<file path="src/rtl/pppfs_pkg.sv">
// ----------------------------------------------------------------------------
// pppfs_pkg: shared types and constants of the PPP frame stuffer
// Holds the line codes, the register map, the item descriptor passed from the
// front end to the back end, and the CRC-16/MODBUS byte table.
// ----------------------------------------------------------------------------
package pppfs_pkg;

	localparam logic [7:0] FLAG_BYTE  = 8'h7E;
	localparam logic [7:0] ESC_BYTE   = 8'h7D;
	localparam logic [7:0] ESC_XOR    = 8'h20;
	localparam logic [7:0] CTRL_LIMIT = 8'h20;
	localparam logic [7:0] PAD_BYTE   = 8'h00;

	localparam logic [15:0] CRC_INIT = 16'hFFFF;
	localparam logic [15:0] CRC_POLY = 16'hA001;

	localparam logic [7:0] ADDR_RESET  = 8'hFF;
	localparam logic [7:0] CTRL_RESET  = 8'h03;
	localparam logic [7:0] PROTO_RESET = 8'h21;

	localparam int QUEUE_DEPTH = 4;
	localparam int QUEUE_AW    = $clog2(QUEUE_DEPTH);

	typedef enum logic [1:0] {
		REG_ADDRESS  = 2'd0,
		REG_CONTROL  = 2'd1,
		REG_PROTOCOL = 2'd2
	} reg_index_t;

	typedef struct packed {
		logic [7:0] address;
		logic [7:0] control;
		logic [7:0] protocol;
	} cfg_t;

	typedef struct packed {
		logic       hdr;
		logic       esc;
		logic       eop;
		logic [7:0] data;
	} item_t;

	typedef enum logic [3:0] {
		PH_START,
		PH_H0,
		PH_H1,
		PH_H2,
		PH_H3,
		PH_H4,
		PH_ESC,
		PH_DATA,
		PH_FCS_LO,
		PH_FCS_HI,
		PH_CLOSE
	} phase_t;

	typedef logic [15:0] crc_table_t [256];

	function automatic crc_table_t crc_build_table();
		crc_table_t  t;
		logic [15:0] c;
		for (int i = 0; i < 256; i++) begin
			c = 16'(i);
			for (int k = 0; k < 8; k++) begin
				if (c[0]) begin
					c = (c >> 1) ^ CRC_POLY;
				end else begin
					c = c >> 1;
				end
			end
			t[i] = c;
		end
		return t;
	endfunction

	localparam crc_table_t CRC_TABLE = crc_build_table();

	function automatic logic [15:0] crc_update(input logic [15:0] crc, input logic [7:0] b);
		logic [7:0] idx;
		idx = crc[7:0] ^ b;
		return {8'h00, crc[15:8]} ^ CRC_TABLE[idx];
	endfunction

endpackage

</file>
<file path="src/rtl/pppfs_front.sv">
// ----------------------------------------------------------------------------
// pppfs_front: request intake and classification
// Takes payload requests, tracks whether a frame is open, and turns each
// request into a descriptor that tells the back end what to emit.
// ----------------------------------------------------------------------------
module pppfs_front (
	input  logic             clk,
	input  logic             arst_n,
	input  logic             push,
	output logic             full,
	input  logic [7:0]       payload_byte,
	input  logic             end_of_packet,
	input  logic             q_full,
	output logic             q_wr,
	output pppfs_pkg::item_t q_item
);

	logic open_q;
	logic esc;

	assign full = q_full;
	assign q_wr = push && !q_full;

	always_comb begin
		esc = payload_byte inside {pppfs_pkg::FLAG_BYTE, pppfs_pkg::ESC_BYTE,
			[8'h00 : pppfs_pkg::CTRL_LIMIT - 8'h01]};
		q_item.hdr  = !open_q;
		q_item.esc  = esc;
		q_item.eop  = end_of_packet;
		q_item.data = esc ? (payload_byte ^ pppfs_pkg::ESC_XOR) : payload_byte;
	end

	always_ff @(posedge clk or negedge arst_n) begin
		if (!arst_n) begin
			open_q <= 1'b0;
		end else if (q_wr) begin
			open_q <= !end_of_packet;
		end
	end

	a_close_on_eop: assert property (@(posedge clk) disable iff (!arst_n)
		(q_wr && end_of_packet) |=> !open_q)
		else $error("frame still open after its last request");

	a_open_on_body: assert property (@(posedge clk) disable iff (!arst_n)
		(q_wr && !end_of_packet) |=> open_q)
		else $error("frame not open after a body request");

	a_hdr_only_when_closed: assert property (@(posedge clk) disable iff (!arst_n)
		(q_wr && q_item.hdr) |-> !$past(open_q) || $past(q_wr && end_of_packet))
		else $error("header requested inside an open frame");

endmodule

</file>
<file path="src/rtl/pppfs_queue.sv">
// ----------------------------------------------------------------------------
// pppfs_queue: descriptor queue between front end and back end
// A short register queue that lets the intake and the byte sequencer stall
// independently of each other.
// ----------------------------------------------------------------------------
module pppfs_queue (
	input  logic             clk,
	input  logic             arst_n,
	input  logic             wr,
	input  pppfs_pkg::item_t wr_item,
	output logic             full,
	input  logic             rd,
	output logic             valid,
	output pppfs_pkg::item_t rd_item
);

	pppfs_pkg::item_t                  mem_q [pppfs_pkg::QUEUE_DEPTH];
	logic [pppfs_pkg::QUEUE_AW-1:0]    wptr_q;
	logic [pppfs_pkg::QUEUE_AW-1:0]    rptr_q;
	logic [pppfs_pkg::QUEUE_AW:0]      count_q;

	assign full    = count_q == (pppfs_pkg::QUEUE_AW+1)'(pppfs_pkg::QUEUE_DEPTH);
	assign valid   = count_q != '0;
	assign rd_item = mem_q[rptr_q];

	always_ff @(posedge clk) begin
		if (wr) begin
			mem_q[wptr_q] <= wr_item;
		end
	end

	always_ff @(posedge clk or negedge arst_n) begin
		if (!arst_n) begin
			wptr_q  <= '0;
			rptr_q  <= '0;
			count_q <= '0;
		end else begin
			if (wr) begin
				wptr_q <= wptr_q + 1'b1;
			end
			if (rd) begin
				rptr_q <= rptr_q + 1'b1;
			end
			if (wr && !rd) begin
				count_q <= count_q + 1'b1;
			end else if (rd && !wr) begin
				count_q <= count_q - 1'b1;
			end
		end
	end

	a_no_overflow: assert property (@(posedge clk) disable iff (!arst_n)
		count_q <= (pppfs_pkg::QUEUE_AW+1)'(pppfs_pkg::QUEUE_DEPTH))
		else $error("descriptor queue overflow");

	a_no_underflow: assert property (@(posedge clk) disable iff (!arst_n)
		rd |-> valid)
		else $error("descriptor queue read while empty");

	a_no_write_full: assert property (@(posedge clk) disable iff (!arst_n)
		wr |-> !full)
		else $error("descriptor queue written while full");

endmodule

</file>
<file path="src/rtl/pppfs_back.sv">
// ----------------------------------------------------------------------------
// pppfs_back: byte sequencer, FCS and output register
// Walks each descriptor through header, escape, data, FCS and closing flag,
// one line byte per cycle unless stalled, and keeps the running CRC-16/MODBUS.
// ----------------------------------------------------------------------------
module pppfs_back (
	input  logic              clk,
	input  logic              arst_n,
	input  pppfs_pkg::cfg_t   cfg,
	input  logic              q_valid,
	input  pppfs_pkg::item_t  q_item,
	output logic              q_rd,
	output logic              empty,
	input  logic              pop,
	output logic [7:0]        line_byte,
	output logic              last_of_run,
	output logic              frame_closed
);

	pppfs_pkg::phase_t phase_q;
	pppfs_pkg::phase_t cur;
	pppfs_pkg::phase_t nxt;
	pppfs_pkg::phase_t body;
	logic [15:0]       crc_q;
	logic              out_valid_q;
	logic [7:0]        out_byte_q;
	logic              out_last_q;
	logic              out_closed_q;
	logic              emit;
	logic              done;
	logic              crc_en;
	logic              closed;
	logic [7:0]        byte_val;

	assign emit         = q_valid && (!out_valid_q || pop);
	assign q_rd         = emit && done;
	assign empty        = !out_valid_q;
	assign line_byte    = out_byte_q;
	assign last_of_run  = out_last_q;
	assign frame_closed = out_closed_q;

	always_comb begin
		body = q_item.esc ? pppfs_pkg::PH_ESC : pppfs_pkg::PH_DATA;
		cur  = (phase_q == pppfs_pkg::PH_START) ?
			(q_item.hdr ? pppfs_pkg::PH_H0 : body) : phase_q;
		nxt      = pppfs_pkg::PH_START;
		done     = 1'b0;
		crc_en   = 1'b1;
		closed   = 1'b0;
		byte_val = pppfs_pkg::FLAG_BYTE;
		case (cur)
			pppfs_pkg::PH_H0: begin
				byte_val = pppfs_pkg::FLAG_BYTE;
				nxt      = pppfs_pkg::PH_H1;
			end
			pppfs_pkg::PH_H1: begin
				byte_val = cfg.address;
				nxt      = pppfs_pkg::PH_H2;
			end
			pppfs_pkg::PH_H2: begin
				byte_val = cfg.control;
				nxt      = pppfs_pkg::PH_H3;
			end
			pppfs_pkg::PH_H3: begin
				byte_val = pppfs_pkg::PAD_BYTE;
				nxt      = pppfs_pkg::PH_H4;
			end
			pppfs_pkg::PH_H4: begin
				byte_val = cfg.protocol;
				nxt      = body;
			end
			pppfs_pkg::PH_ESC: begin
				byte_val = pppfs_pkg::ESC_BYTE;
				nxt      = pppfs_pkg::PH_DATA;
			end
			pppfs_pkg::PH_DATA: begin
				byte_val = q_item.data;
				nxt      = pppfs_pkg::PH_FCS_LO;
				done     = !q_item.eop;
			end
			pppfs_pkg::PH_FCS_LO: begin
				byte_val = crc_q[7:0];
				crc_en   = 1'b0;
				nxt      = pppfs_pkg::PH_FCS_HI;
			end
			pppfs_pkg::PH_FCS_HI: begin
				byte_val = crc_q[15:8];
				crc_en   = 1'b0;
				nxt      = pppfs_pkg::PH_CLOSE;
			end
			pppfs_pkg::PH_CLOSE: begin
				byte_val = pppfs_pkg::FLAG_BYTE;
				crc_en   = 1'b0;
				closed   = 1'b1;
				done     = 1'b1;
			end
			default: begin
				done   = 1'b1;
				crc_en = 1'b0;
			end
		endcase
	end

	always_ff @(posedge clk or negedge arst_n) begin
		if (!arst_n) begin
			phase_q     <= pppfs_pkg::PH_START;
			crc_q       <= pppfs_pkg::CRC_INIT;
			out_valid_q <= 1'b0;
		end else begin
			if (emit) begin
				phase_q     <= done ? pppfs_pkg::PH_START : nxt;
				out_valid_q <= 1'b1;
				if (closed) begin
					crc_q <= pppfs_pkg::CRC_INIT;
				end else if (crc_en) begin
					crc_q <= pppfs_pkg::crc_update(crc_q, byte_val);
				end
			end else if (pop) begin
				out_valid_q <= 1'b0;
			end
		end
	end

	always_ff @(posedge clk) begin
		if (emit) begin
			out_byte_q   <= byte_val;
			out_last_q   <= done;
			out_closed_q <= closed;
		end
	end

	a_crc_seeded_at_header: assert property (@(posedge clk) disable iff (!arst_n)
		(emit && cur == pppfs_pkg::PH_H0) |-> crc_q == pppfs_pkg::CRC_INIT)
		else $error("FCS not seeded at the opening flag");

	a_crc_reset_on_close: assert property (@(posedge clk) disable iff (!arst_n)
		(emit && cur == pppfs_pkg::PH_CLOSE) |=> crc_q == pppfs_pkg::CRC_INIT)
		else $error("FCS not reset after the closing flag");

	a_restart_after_item: assert property (@(posedge clk) disable iff (!arst_n)
		q_rd |=> phase_q == pppfs_pkg::PH_START && out_valid_q && out_last_q)
		else $error("sequencer did not finish the request cleanly");

endmodule

</file>
<file path="src/rtl/ppp_frame_stuffer_crc16.sv">
// ----------------------------------------------------------------------------
// ppp_frame_stuffer_crc16: PPP-style framer with byte stuffing and FCS-16
// Emits the frame header, the stuffed payload, the CRC-16/MODBUS FCS and the
// closing flag for a stream of payload bytes.
//
//   channel   handshake        payload
//   input     push / full      payload_byte, end_of_packet
//   result    pop / empty      line_byte, last_of_run, frame_closed
//   config    cfg_we           cfg_index, cfg_wdata
//
// One line byte leaves per cycle, unless the line side stalls, through a single
// output register; a request produces one line byte for a plain byte, two for
// an escaped byte, plus five for a frame header and three for FCS and flag.
// The descriptor queue holds four requests, so intake runs ahead of the line.
// Reset clears the queue, the frame state and the FCS; it loads the header
// registers with their default values. Both sides may stall at any cycle.
// ----------------------------------------------------------------------------
module ppp_frame_stuffer_crc16 (
	input  logic       clk,
	input  logic       arst_n,
	input  logic       push,
	output logic       full,
	input  logic [7:0] payload_byte,
	input  logic       end_of_packet,
	output logic       empty,
	input  logic       pop,
	output logic [7:0] line_byte,
	output logic       last_of_run,
	output logic       frame_closed,
	input  logic       cfg_we,
	input  logic [1:0] cfg_index,
	input  logic [7:0] cfg_wdata
);

	pppfs_pkg::cfg_t  cfg_q;
	pppfs_pkg::item_t wr_item;
	pppfs_pkg::item_t rd_item;
	logic             q_wr;
	logic             q_rd;
	logic             q_full;
	logic             q_valid;

	always_ff @(posedge clk or negedge arst_n) begin
		if (!arst_n) begin
			cfg_q.address  <= pppfs_pkg::ADDR_RESET;
			cfg_q.control  <= pppfs_pkg::CTRL_RESET;
			cfg_q.protocol <= pppfs_pkg::PROTO_RESET;
		end else if (cfg_we) begin
			case (cfg_index)
				pppfs_pkg::REG_ADDRESS:  cfg_q.address  <= cfg_wdata;
				pppfs_pkg::REG_CONTROL:  cfg_q.control  <= cfg_wdata;
				pppfs_pkg::REG_PROTOCOL: cfg_q.protocol <= cfg_wdata;
				default: begin
				end
			endcase
		end
	end

	pppfs_front u_front (
		.clk           (clk),
		.arst_n        (arst_n),
		.push          (push),
		.full          (full),
		.payload_byte  (payload_byte),
		.end_of_packet (end_of_packet),
		.q_full        (q_full),
		.q_wr          (q_wr),
		.q_item        (wr_item)
	);

	pppfs_queue u_queue (
		.clk     (clk),
		.arst_n  (arst_n),
		.wr      (q_wr),
		.wr_item (wr_item),
		.full    (q_full),
		.rd      (q_rd),
		.valid   (q_valid),
		.rd_item (rd_item)
	);

	pppfs_back u_back (
		.clk          (clk),
		.arst_n       (arst_n),
		.cfg          (cfg_q),
		.q_valid      (q_valid),
		.q_item       (rd_item),
		.q_rd         (q_rd),
		.empty        (empty),
		.pop          (pop),
		.line_byte    (line_byte),
		.last_of_run  (last_of_run),
		.frame_closed (frame_closed)
	);

endmodule

</file>
<file path="config.mk">
export PLATFORM = sky130hd
export DESIGN_NAME = ppp_frame_stuffer_crc16
export DESIGN_NICKNAME = d
export VERILOG_FILES = /design/src/rtl/pppfs_pkg.sv /design/src/rtl/pppfs_front.sv /design/src/rtl/pppfs_queue.sv /design/src/rtl/pppfs_back.sv /design/src/rtl/ppp_frame_stuffer_crc16.sv
export SDC_FILE = /design/constraint.sdc
export NUM_CORES = 1
export LEC_CHECK = 0
export BUFFER_PORTS_ARGS = -buffer_cell sky130_fd_sc_hd__buf_4
export CAP_MARGIN = 5
export CORE_ASPECT_RATIO = 1.4
export CORE_MARGIN = 2
export CORE_UTILIZATION = 50
export CTS_CLUSTER_DIAMETER = 100
export DETAILED_ROUTE_END_ITERATION = 7
export PLACE_DENSITY = 0.68
export SETUP_SLACK_MARGIN = 0.1
export SYNTH_ARGS = -nofsm -noshare
export SYNTH_HDL_FRONTEND = slang
export SYNTH_SLANG_ARGS = --single-unit
</file>
<file path="constraint.sdc">
create_clock -name clk -period 4.23 [get_ports clk]
set_clock_uncertainty 0.15 [all_clocks]
set_input_delay 0 -clock clk [delete_from_list [all_inputs] [get_ports clk]]
set_output_delay 0 -clock clk [all_outputs]
set_load 0.01 [all_outputs]
</file>
==> metrics.yaml, run 1 <==
cells_and_area:
  antennaDiodeCount: 0
  synthToLayoutAreaGrowth_pct: 17.1
  layout_common_cells: "54 x edfxtp_1, 44 x buf_4, 29 x mux2_2"
  drive_above_1_share: 0.321
  nets: 461
  final_common_cell: "edfxtp_1"
drt:
  wl_um: 10600
  final_antenna_net_count: 0
  drc: 0
  dr.pass1.iters: 4
  drtIter0Drc: 172
  post_drt_via_cell_ratio: 5.59
  routedWlPerCell_um: 18.4
  vias: 3209
sta:
  worst_pin_slew_ps: 907
  whs_ps: 20.0
  hold_viol: 0
  period_needed_ps: 3470
  slew_viol_final: 0
  finalCritPeriodShare: 0.821
  setup_viol: 0
  rsz0062_at_grt: "no"
  tns_ps: 0
  slew_headroom: 0.386
  max_freq_ghz: 0.288
global_route:
  gr-total-overflow: 0
  grt_use_total: 0.202
  grt_pass1_vias: 3397
  grt_pass1_wl_um: 17600
  grt_max_degree: 54
  grt_antenna_before_repair: 0
synthesis:
  synth_flop_cell: "edfxtp_1"
  yosysSeqAreaShare: 0.571
  synth_edf_count: 54
  postSynthAreaPerCell_sq_um: 14.0
  ys_async_sr_fraction: 0.495
  syn-num-nets: 404
  syn_inst: 374
  synth_cell_types: 57
  ys_ff_latch: 107
  yosysWarnings: 0
  syn_area_sq_mm: 0.00523
die:
  ios: 36
  die_area_sq_mm: 0.0113
  core_area_sq_mm: 0.0103
  row_count: 44
  die_h_um: 125
  initial_core_util: 0.508
  die_w_um: 90.4
pwr:
  p_leak_uw: 0.00237
  power.density_mw_per_mm2: 927
  report.power.total_uw: 5670
  peakVddDrop_mv: 0.750
run:
  maxCapViolations: 0
clock_tree:
  clk_latency_ps: 350
  numCtsBuffers: 9
  root_buffer: "clkbuf_16"
  cts_buffer_depth: 2
  tritoncts: "built"
  clkTransAtPathRegs_ps: 70
  cts_sinks: 107
  ctsHtreeMaxLevel: 3
  cts_post_setup_buffers_inserted: 0
min_path:
  hold_class: "in2reg"
placed_design:
  place_hpwl_um: 7530
  place.gp.congestion: 0.847
  port_buffers: 35
status:
  status: "finished, final reports clean"
critical_path:
  arrival_ps: 3600
  worstSetupEndpointType: "flip-flop"
  required_ps: 4360
  crit_fanout: 23
  crit_type: "reg2reg"
  worstSetupStartpointType: "flip-flop"
-- where the power goes --
| part | switching [uW] | internal, uW | total, uW |
|---|---|---|---|
| sequential | 286 | 1550 | 1840 |
| clock | 385 | 403 | 788 |
| combinational | 1350 | 1700 | 3050 |
| total | 2020 | 3660 | 5670 |
-- synthesized netlist by cell type (all sizes together) (11+ instances only) --
library cell   n  share of area
inv           12         0.0086
a22oi         14          0.020
o21ai         17          0.016
mux4          11          0.049
dfrtp         25           0.12
nand2         16          0.011
xnor2         13          0.027
mux2          29          0.062
edfxtp        54           0.31
dfstp         28           0.14
a21oi         16          0.015
nor2          24          0.017
clkbuf        11         0.0079
-- path summary, 6_finish.rpt --
check	from	to	slack, ps	cells after the start
worst min register to register	u_queue.count_q[2]	u_queue.count_q[2]	350	1
min in group asynchronous	arst_n	cfg_q[1]	80	2
worst max register to register	u_back.phase_q[1]	u_back.crc_q[0]	760	8
worst min-delay path	push	u_front.open_q	20	3
worst max-delay path	u_back.phase_q[1]	u_back.crc_q[0]	760	8
max in group asynchronous	arst_n	cfg_q[13]	3390	2
-- metal layers --
layer	up-vias	GRT usage	wire length, um
li1	1507	-	-
met2	71	0.368	5720
met4	0	0.0670	174
met1	1614	0.239	4290
met3	17	0.0373	379
met5	-	0	0
-- state kept, by name, indices dropped and copies added (netlist names) --
register,count
u_back.line_byte,8
u_front.open_q,1
u_queue.mem_q,44
u_back.out_valid_q,1
u_back.phase_q,4
cfg_q,24
u_queue.rptr_q,2
u_queue.count_q,3
u_queue.wptr_q,2
u_back.last_of_run,1
u_back.crc_q,16
u_back.frame_closed,1
-- cell families (layout without fill, tap and decap cells) --
family	count (synthesis)	after routing	share of synthesized area
AO/OA/AOI/OAI	74	74	0.102
XOR/XNOR	31	31	0.0872
adder cells (fa/ha/maj)	6	6	0.0158
buffers and inverters	29	91	0.0237
flip-flops	107	107	0.571
multiplexers	42	42	0.115
AND/OR/NAND/NOR	85	85	0.0848
-- worst max-delay path: stages (launching register included) --
cell and delay (ps):
dfrtp_1 590, nor2_1 330, nand2_1 110, o311ai_1 800, a2111o_1 220, xor2_2 340, xor3_1 490, xor3_1 200
a21oi_1 160
-- final cells by class --
cell class	count	area, sq um
inverters	12	45.0
flip-flops and latches	107	2980
repair buffers	63	520
clock buffers	9	225
clock inverters	7	52.6
fillers	846	4180
well taps	138	173
multi-input cells	238	2120
-- stage by stage --
step | area, sq um | std cells | setup WS, ps | util
2_1_floorplan | 5230 | 374 | 1220 | -
3_3_place_gp | 5650 | 539 | 967 | 0.549
3_5_place_dp | 5650 | 539 | 831 | 0.549
4_1_cts | 6120 | 574 | 785 | 0.594
5_1_grt | 6120 | 574 | 562 | 0.594
6_report | 6120 | 574 | 758 | 0.594
-- timing repair --
action / CTS / global route
hold endpoints to repair: 115 / 0
resized for setup: 0 / 0
hold buffers: 19 / 0
Power figures use the tool's default switching activity.
==> run 2, diff against run 1 <==
==> constraint.sdc (replaced) <==
create_clock -name clk -period 3.6 [get_ports clk]
set_clock_uncertainty 0.15 [all_clocks]
set_input_delay 0 -clock clk [delete_from_list [all_inputs] [get_ports clk]]
set_output_delay 0 -clock clk [all_outputs]
set_load 0.01 [all_outputs]
==> run 2 against run 1 <==
Register-to-register slack lost 480 ps. Via count grew 1.2%. Sequential power grew 17%. Routed wire length grew 1.2%. First-iteration DRC count shrank 13%. Final area grew 0.61%. Combinational power grew 20%. Worst hold slack lost 10 ps. Clock-buffer cell count is the same. Sequential cell count is the same. Worst setup slack lost 480 ps. Highest routed layer unchanged.
==> metrics.yaml, run 2 (same netlist as run 1, synthesis figures left out) <==
die:
  die_w_um: 90.4  # unchanged
  die_h_um: 125  # unchanged
  initial_core_util: 0.508  # unchanged
  ios: 36  # unchanged
  die_area_sq_mm: 0.0113  # unchanged
  core_area_sq_mm: 0.0103  # unchanged
  row_count: 44  # unchanged
sta:
  setup_viol: 0  # unchanged
  period_needed_ps: 3320  # -149 ps
  finalCritPeriodShare: 0.923  # +0.102
  slew_headroom: 0.487  # +0.101
  slew_viol_final: 0  # unchanged
  worst_pin_slew_ps: 758  # -150 ps
  tns_ps: 0  # unchanged
  hold_viol: 0  # unchanged
  rsz0062_at_grt: "no"
  max_freq_ghz: 0.301  # +4.5%
clock_tree:
  tritoncts: "built"
  clk_latency_ps: 350  # about the same
  cts_post_setup_buffers_inserted: 0  # unchanged
  clkTransAtPathRegs_ps: 70  # about the same
  root_buffer: "clkbuf_16"
  ctsHtreeMaxLevel: 3  # unchanged
  numCtsBuffers: 9  # unchanged
  cts_sinks: 107  # unchanged
  cts_buffer_depth: 2  # unchanged
critical_path:
  worstSetupEndpointType: "flip-flop"
  rrSetupSlack_ps: 280  # -480 ps
  worstSetupStartpointType: "flip-flop"
  crit_type: "reg2reg"
  required_ps: 3730  # -630 ps
  arrival_ps: 3450  # -150 ps
  crit_fanout: 7  # -70%
  cp-startpoint: "u_queue.rptr_q[1]"
  r2r_end: "u_back.crc_q[0]"
  rr_startpoint: "u_queue.rptr_q[1]"
  ff2ff_path_depth: 8  # unchanged
global_route:
  grt_use_total: 0.203  # +0.00180
  grt_pass1_vias: 3548  # +4.4%
  grt_pass1_wl_um: 17900  # +1.8%
  grt_max_degree: 54  # unchanged
  gr-total-overflow: 0  # unchanged
  grt_antenna_before_repair: 0  # unchanged
min_path:
  hold_start: "push"
  hold_path_depth: 3  # unchanged
  hold_class: "in2reg"
  hold_end: "u_front.open_q"
placed_design:
  place.gp.congestion: 0.828  # -2.2%
  port_buffers: 35  # unchanged
  dp_cells: 543  # +0.74%
  place_hpwl_um: 7680  # +1.9%
cells_and_area:
  largest_register_ffs: 44  # unchanged
  antennaDiodeCount: 0  # unchanged
  final_common_cell: "edfxtp_1"
  top_regs: "u_queue.mem_q (44), cfg_q (24), u_back.crc_q (16)"
  top_register: "u_queue.mem_q"
  drive_above_1_share: 0.332  # +0.0107
  nets: 465  # +0.87%
  synthToLayoutAreaGrowth_pct: 17.8
  layout.cells.non_filler: 578  # +0.70%
  layout_common_cells: "54 x edfxtp_1, 48 x buf_4, 29 x mux2_2"
drt:
  post_drt_via_cell_ratio: 5.62  # +0.51%
  wl_um: 10700  # +1.2%
  drtIter0Drc: 149  # -13%
  final_antenna_net_count: 0  # unchanged
  vias: 3248  # +1.2%
  drc: 0  # unchanged
  routedWlPerCell_um: 18.5  # +0.50%
  dr.pass1.iters: 5  # +1
pwr:
  power.density_mw_per_mm2: 1100  # +18%
  peakVddDrop_mv: 0.667  # -11%
  p_leak_uw: 0.00239  # +0.81%
  report.power.total_uw: 6740  # +19%
run:
  maxCapViolations: 0  # unchanged
status:
  status: "finished, final reports clean"
-- run 2: cell count changes in the layout (fill, tap and decap cells not counted), sizes merged --
cell	previous run	this run
buf	44	48
clkinvlp	2	1
clkinv	3	4
-- run 2: how the worst max path moves through the flow --
stage | endpoint | slack (ps)
global route | u_back.crc_q[0] | 170
CTS | u_back.crc_q[0] | 170
floorplan | u_back.crc_q[0] | 590
finish | u_back.crc_q[0] | 280
detailed placement | u_back.crc_q[0] | 190
global placement | u_back.crc_q[0] | 340
-- run 2: worst max-delay path, stage by stage (launching register included) --
cell      delay (ps)
dfrtp_2          460
mux2_2           370
nor4_1           370
o311ai_1         270
a2111o_2         460
xnor3_1          420
xor3_1           390
xor3_1           200
a21oi_1          160
-- run 2: routing by layer --
metal / global-route usage / vias to the layer above / wire (um) / part of all wire
li1: - / 1519 / - / -
met1: 0.237 / 1648 / 4320 / 0.40
met2: 0.375 / 66 / 5840 / 0.55
met3: 0.0410 / 15 / 346 / 0.032
met4: 0.0652 / 0 / 184 / 0.017
met5: 0 / - / 0 / 0
-- run 2: final cells by class --
class                           instances  area [sq um]
Fill cell                             849          4140
Sequential cell                       107          2990
Multi-Input combinational cell        238          2120
Timing Repair Buffer                   67           551
Clock buffer                            9           225
Tap cell                              138           173
Clock inverter                          7          51.3
Inverter                               12          45.0
-- run 2: repair_timing --
action                                  in CTS  in global routing
hold buffers                                19                  0
gates resized for setup                      0                  3
hold endpoints to repair                   119                  0
endpoints found under the setup margin       0                  3
-- run 2: power by group --
part / total (uW) / internal [uW] / switching (uW)
Clock: 924 / 473 / 451
Combinational: 3650 / 2040 / 1610
Sequential: 2160 / 1830 / 335
Total: 6740 / 4340 / 2400
-- run 2: through the flow --
stage | area, sq um | utilization | setup slack [ps] | hold slack (ps)
6_report | 6150 | 0.598 | 277 | 9.53
5_1_grt | 6150 | 0.598 | 166 | 24.6
4_1_cts | 6150 | 0.597 | 165 | 10.4
3_5_place_dp | 5680 | 0.552 | 188 | -66.6
3_3_place_gp | 5680 | 0.552 | 340 | -68.3
2_1_floorplan | 5230 | - | 587 | -446
==> run 3, diff against run 2 <==
--- a/config.mk
+++ b/config.mk
@@ -12,7 +12,7 @@
 export CORE_UTILIZATION = 50
 export CTS_CLUSTER_DIAMETER = 100
 export DETAILED_ROUTE_END_ITERATION = 7
-export PLACE_DENSITY = 0.68
+export PLACE_DENSITY_LB_ADDON = 0.25
 export SETUP_SLACK_MARGIN = 0.1
 export SYNTH_ARGS = -nofsm -noshare
 export SYNTH_HDL_FRONTEND = slang
==> run 3 against run 2 <==
Critical path depth did not move. Maximum frequency fell by 1.5%. Clock-buffer cell count did not move. Final area rose by 0.61%. Non-clock buffer count rose by 1. Combinational power barely moved. Die area did not move. Routed wire length fell by 0.12%. Cell count rose by 0.17%. Worst setup slack got worse by 50 ps. Power rose by 1.2%. Critical path type unchanged. Largest cell class unchanged. Largest power group unchanged.
==> metrics.yaml, run 3 (same netlist as run 1, synthesis figures left out) <==
placed_design:
  dp_cells: 544  # +0.18%
  place_hpwl_um: 7680  # about the same
  placed_area_sq_mm: 0.00569  # +0.13%
  place.gp.congestion: 0.842  # +1.6%
  port_buffers: 35  # unchanged
sta:
  rsz0062_at_grt: "no"
  hold_viol: 0  # unchanged
  worst_pin_slew_ps: 679  # -78.7 ps
  finalCritPeriodShare: 0.937  # +0.0138
  whs_ps: 25.4  # +15.8 ps
  slew_viol_final: 0  # unchanged
  period_needed_ps: 3370  # +49.8 ps
  setup_viol: 0  # unchanged
  max_freq_ghz: 0.296  # -1.5%
  tns_ps: 0  # unchanged
  slew_headroom: 0.547  # +0.0604
die:
  die_h_um: 125  # unchanged
  row_count: 44  # unchanged
  initial_core_util: 0.508  # unchanged
  die_area_sq_mm: 0.0113  # unchanged
  core_area_sq_mm: 0.0103  # unchanged
  ios: 36  # unchanged
  die_w_um: 90.4  # unchanged
global_route:
  grt_pass1_wl_um: 18000  # +0.54%
  grt_max_degree: 54  # unchanged
  gr-total-overflow: 0  # unchanged
  grt_pass1_vias: 3523  # -0.70%
  grt_use_total: 0.204  # +0.000935
  grt_antenna_before_repair: 0  # unchanged
clock_tree:
  ctsHtreeMaxLevel: 3  # unchanged
  clkTransAtPathRegs_ps: 70  # about the same
  cts_post_setup_buffers_inserted: 0  # unchanged
  clk_latency_ps: 350  # about the same
  cts_buffer_depth: 2  # unchanged
  cts_sinks: 107  # unchanged
  root_buffer: "clkbuf_16"
  numCtsBuffers: 9  # unchanged
  tritoncts: "built"
status:
  status: "finished, final reports clean"
cells_and_area:
  design_area_sq_mm: 0.00619  # +0.61%
  nets: 466  # +0.22%
  top_register: "u_queue.mem_q"
  top_regs: "u_queue.mem_q (44), cfg_q (24), u_back.crc_q (16)"
  antennaDiodeCount: 0  # unchanged
  layout_common_cells: "54 x edfxtp_1, 49 x buf_4, 29 x mux2_2"
  largest_register_ffs: 44  # unchanged
  layout.cells.non_filler: 579  # +0.17%
  drive_above_1_share: 0.336  # +0.00378
  final_common_cell: "edfxtp_1"
  synthToLayoutAreaGrowth_pct: 18.5
drt:
  final_antenna_net_count: 0  # unchanged
  dr.pass1.iters: 4  # -1
  vias: 3276  # +0.86%
  drtIter0Drc: 173  # +16%
  post_drt_via_cell_ratio: 5.66  # +0.69%
  routedWlPerCell_um: 18.4  # -0.29%
  drc: 0  # unchanged
  wl_um: 10700  # -0.12%
critical_path:
  cp_slowest_cell: "dfrtp_1"
  crit_type: "reg2reg"
  arrival_ps: 3500  # +50 ps
  worstSetupEndpointType: "flip-flop"
  crit_chain: "mux2_2, nor4_1, o311ai_2, a2111o_2, xnor3_1, xor3_1, xor3_1, a21oi_1"
  worstSetupStartpointType: "flip-flop"
  crit_family: "XOR/XNOR gates"
  max_stage_delay_ps: 510  # +50 ps
  crit_top_cell: "xor3_1"
  crit_fanout: 7  # unchanged
  path_buf_inv: 0  # unchanged
  required_ps: 3730  # about the same
pwr:
  peakVddDrop_mv: 0.589  # -12%
  power.density_mw_per_mm2: 1100  # +0.59%
  p_leak_uw: 0.00241  # +0.87%
  report.power.total_uw: 6820  # +1.2%
min_path:
  hold_class: "in2reg"
run:
  maxCapViolations: 0  # unchanged
==> run 3: stage by stage <==
stage,setup slack (ps),util
2_1_floorplan,587,-
3_3_place_gp,339,0.552
3_5_place_dp,240,0.552
4_1_cts,223,0.600
5_1_grt,69.5,0.601
6_report,227,0.601
==> run 3: cell type report <==
class                   count  area [sq um]
fillers                   827          4100
flip-flops and latches    107          2980
multi-input cells         238          2130
repair buffers             68           558
clock buffers               9           225
well taps                 138           173
clock inverters             7          75.1
inverters                  12          45.0
==> run 3: worst paths after layout <==
check / startpoint / to / slack (ps) / depth (start not counted)
max reg2reg: u_queue.rptr_q[1] / u_back.crc_q[0] / 230 / 8
max: u_queue.rptr_q[1] / u_back.crc_q[0] / 230 / 8
max in group asynchronous: arst_n / u_queue.rptr_q[0] / 2750 / 2
min: push / u_front.open_q / 30 / 3
min reg2reg: u_queue.count_q[2] / u_queue.count_q[2] / 350 / 1
min in group asynchronous: arst_n / cfg_q[1] / 80 / 2
==> run 3: worst reg2reg max path: cells and delay by family (launching register included) <==
family	cells	cell delay [ps]
XOR/XNOR	3	990
AO/OA/AOI/OAI	3	840
flip-flops	1	510
AND/OR/NAND/NOR	1	420
multiplexers	1	400
==> run 3: power by group <==
part / switching, uW / internal [uW] / leakage (uW) / total, uW
Combinational: 1610 / 2060 / 0.00117 / 3670
Clock: 446 / 545 / 0.000147 / 991
Sequential: 337 / 1830 / 0.00109 / 2160
==> run 3: routing by layer <==
layer | up-vias | share of wire | global-route usage
li1 | 1528 | - | -
met1 | 1666 | 0.40 | 0.243
met2 | 72 | 0.55 | 0.372
met3 | 10 | 0.031 | 0.0398
met4 | 0 | 0.011 | 0.0652
met5 | - | 0 | 0
==> run 3: what timing repair did <==
action	in CTS	in global routing
gates resized for setup	0	3
hold buffers	19	0
setup endpoints to repair	0	3
hold endpoints to repair	119	0
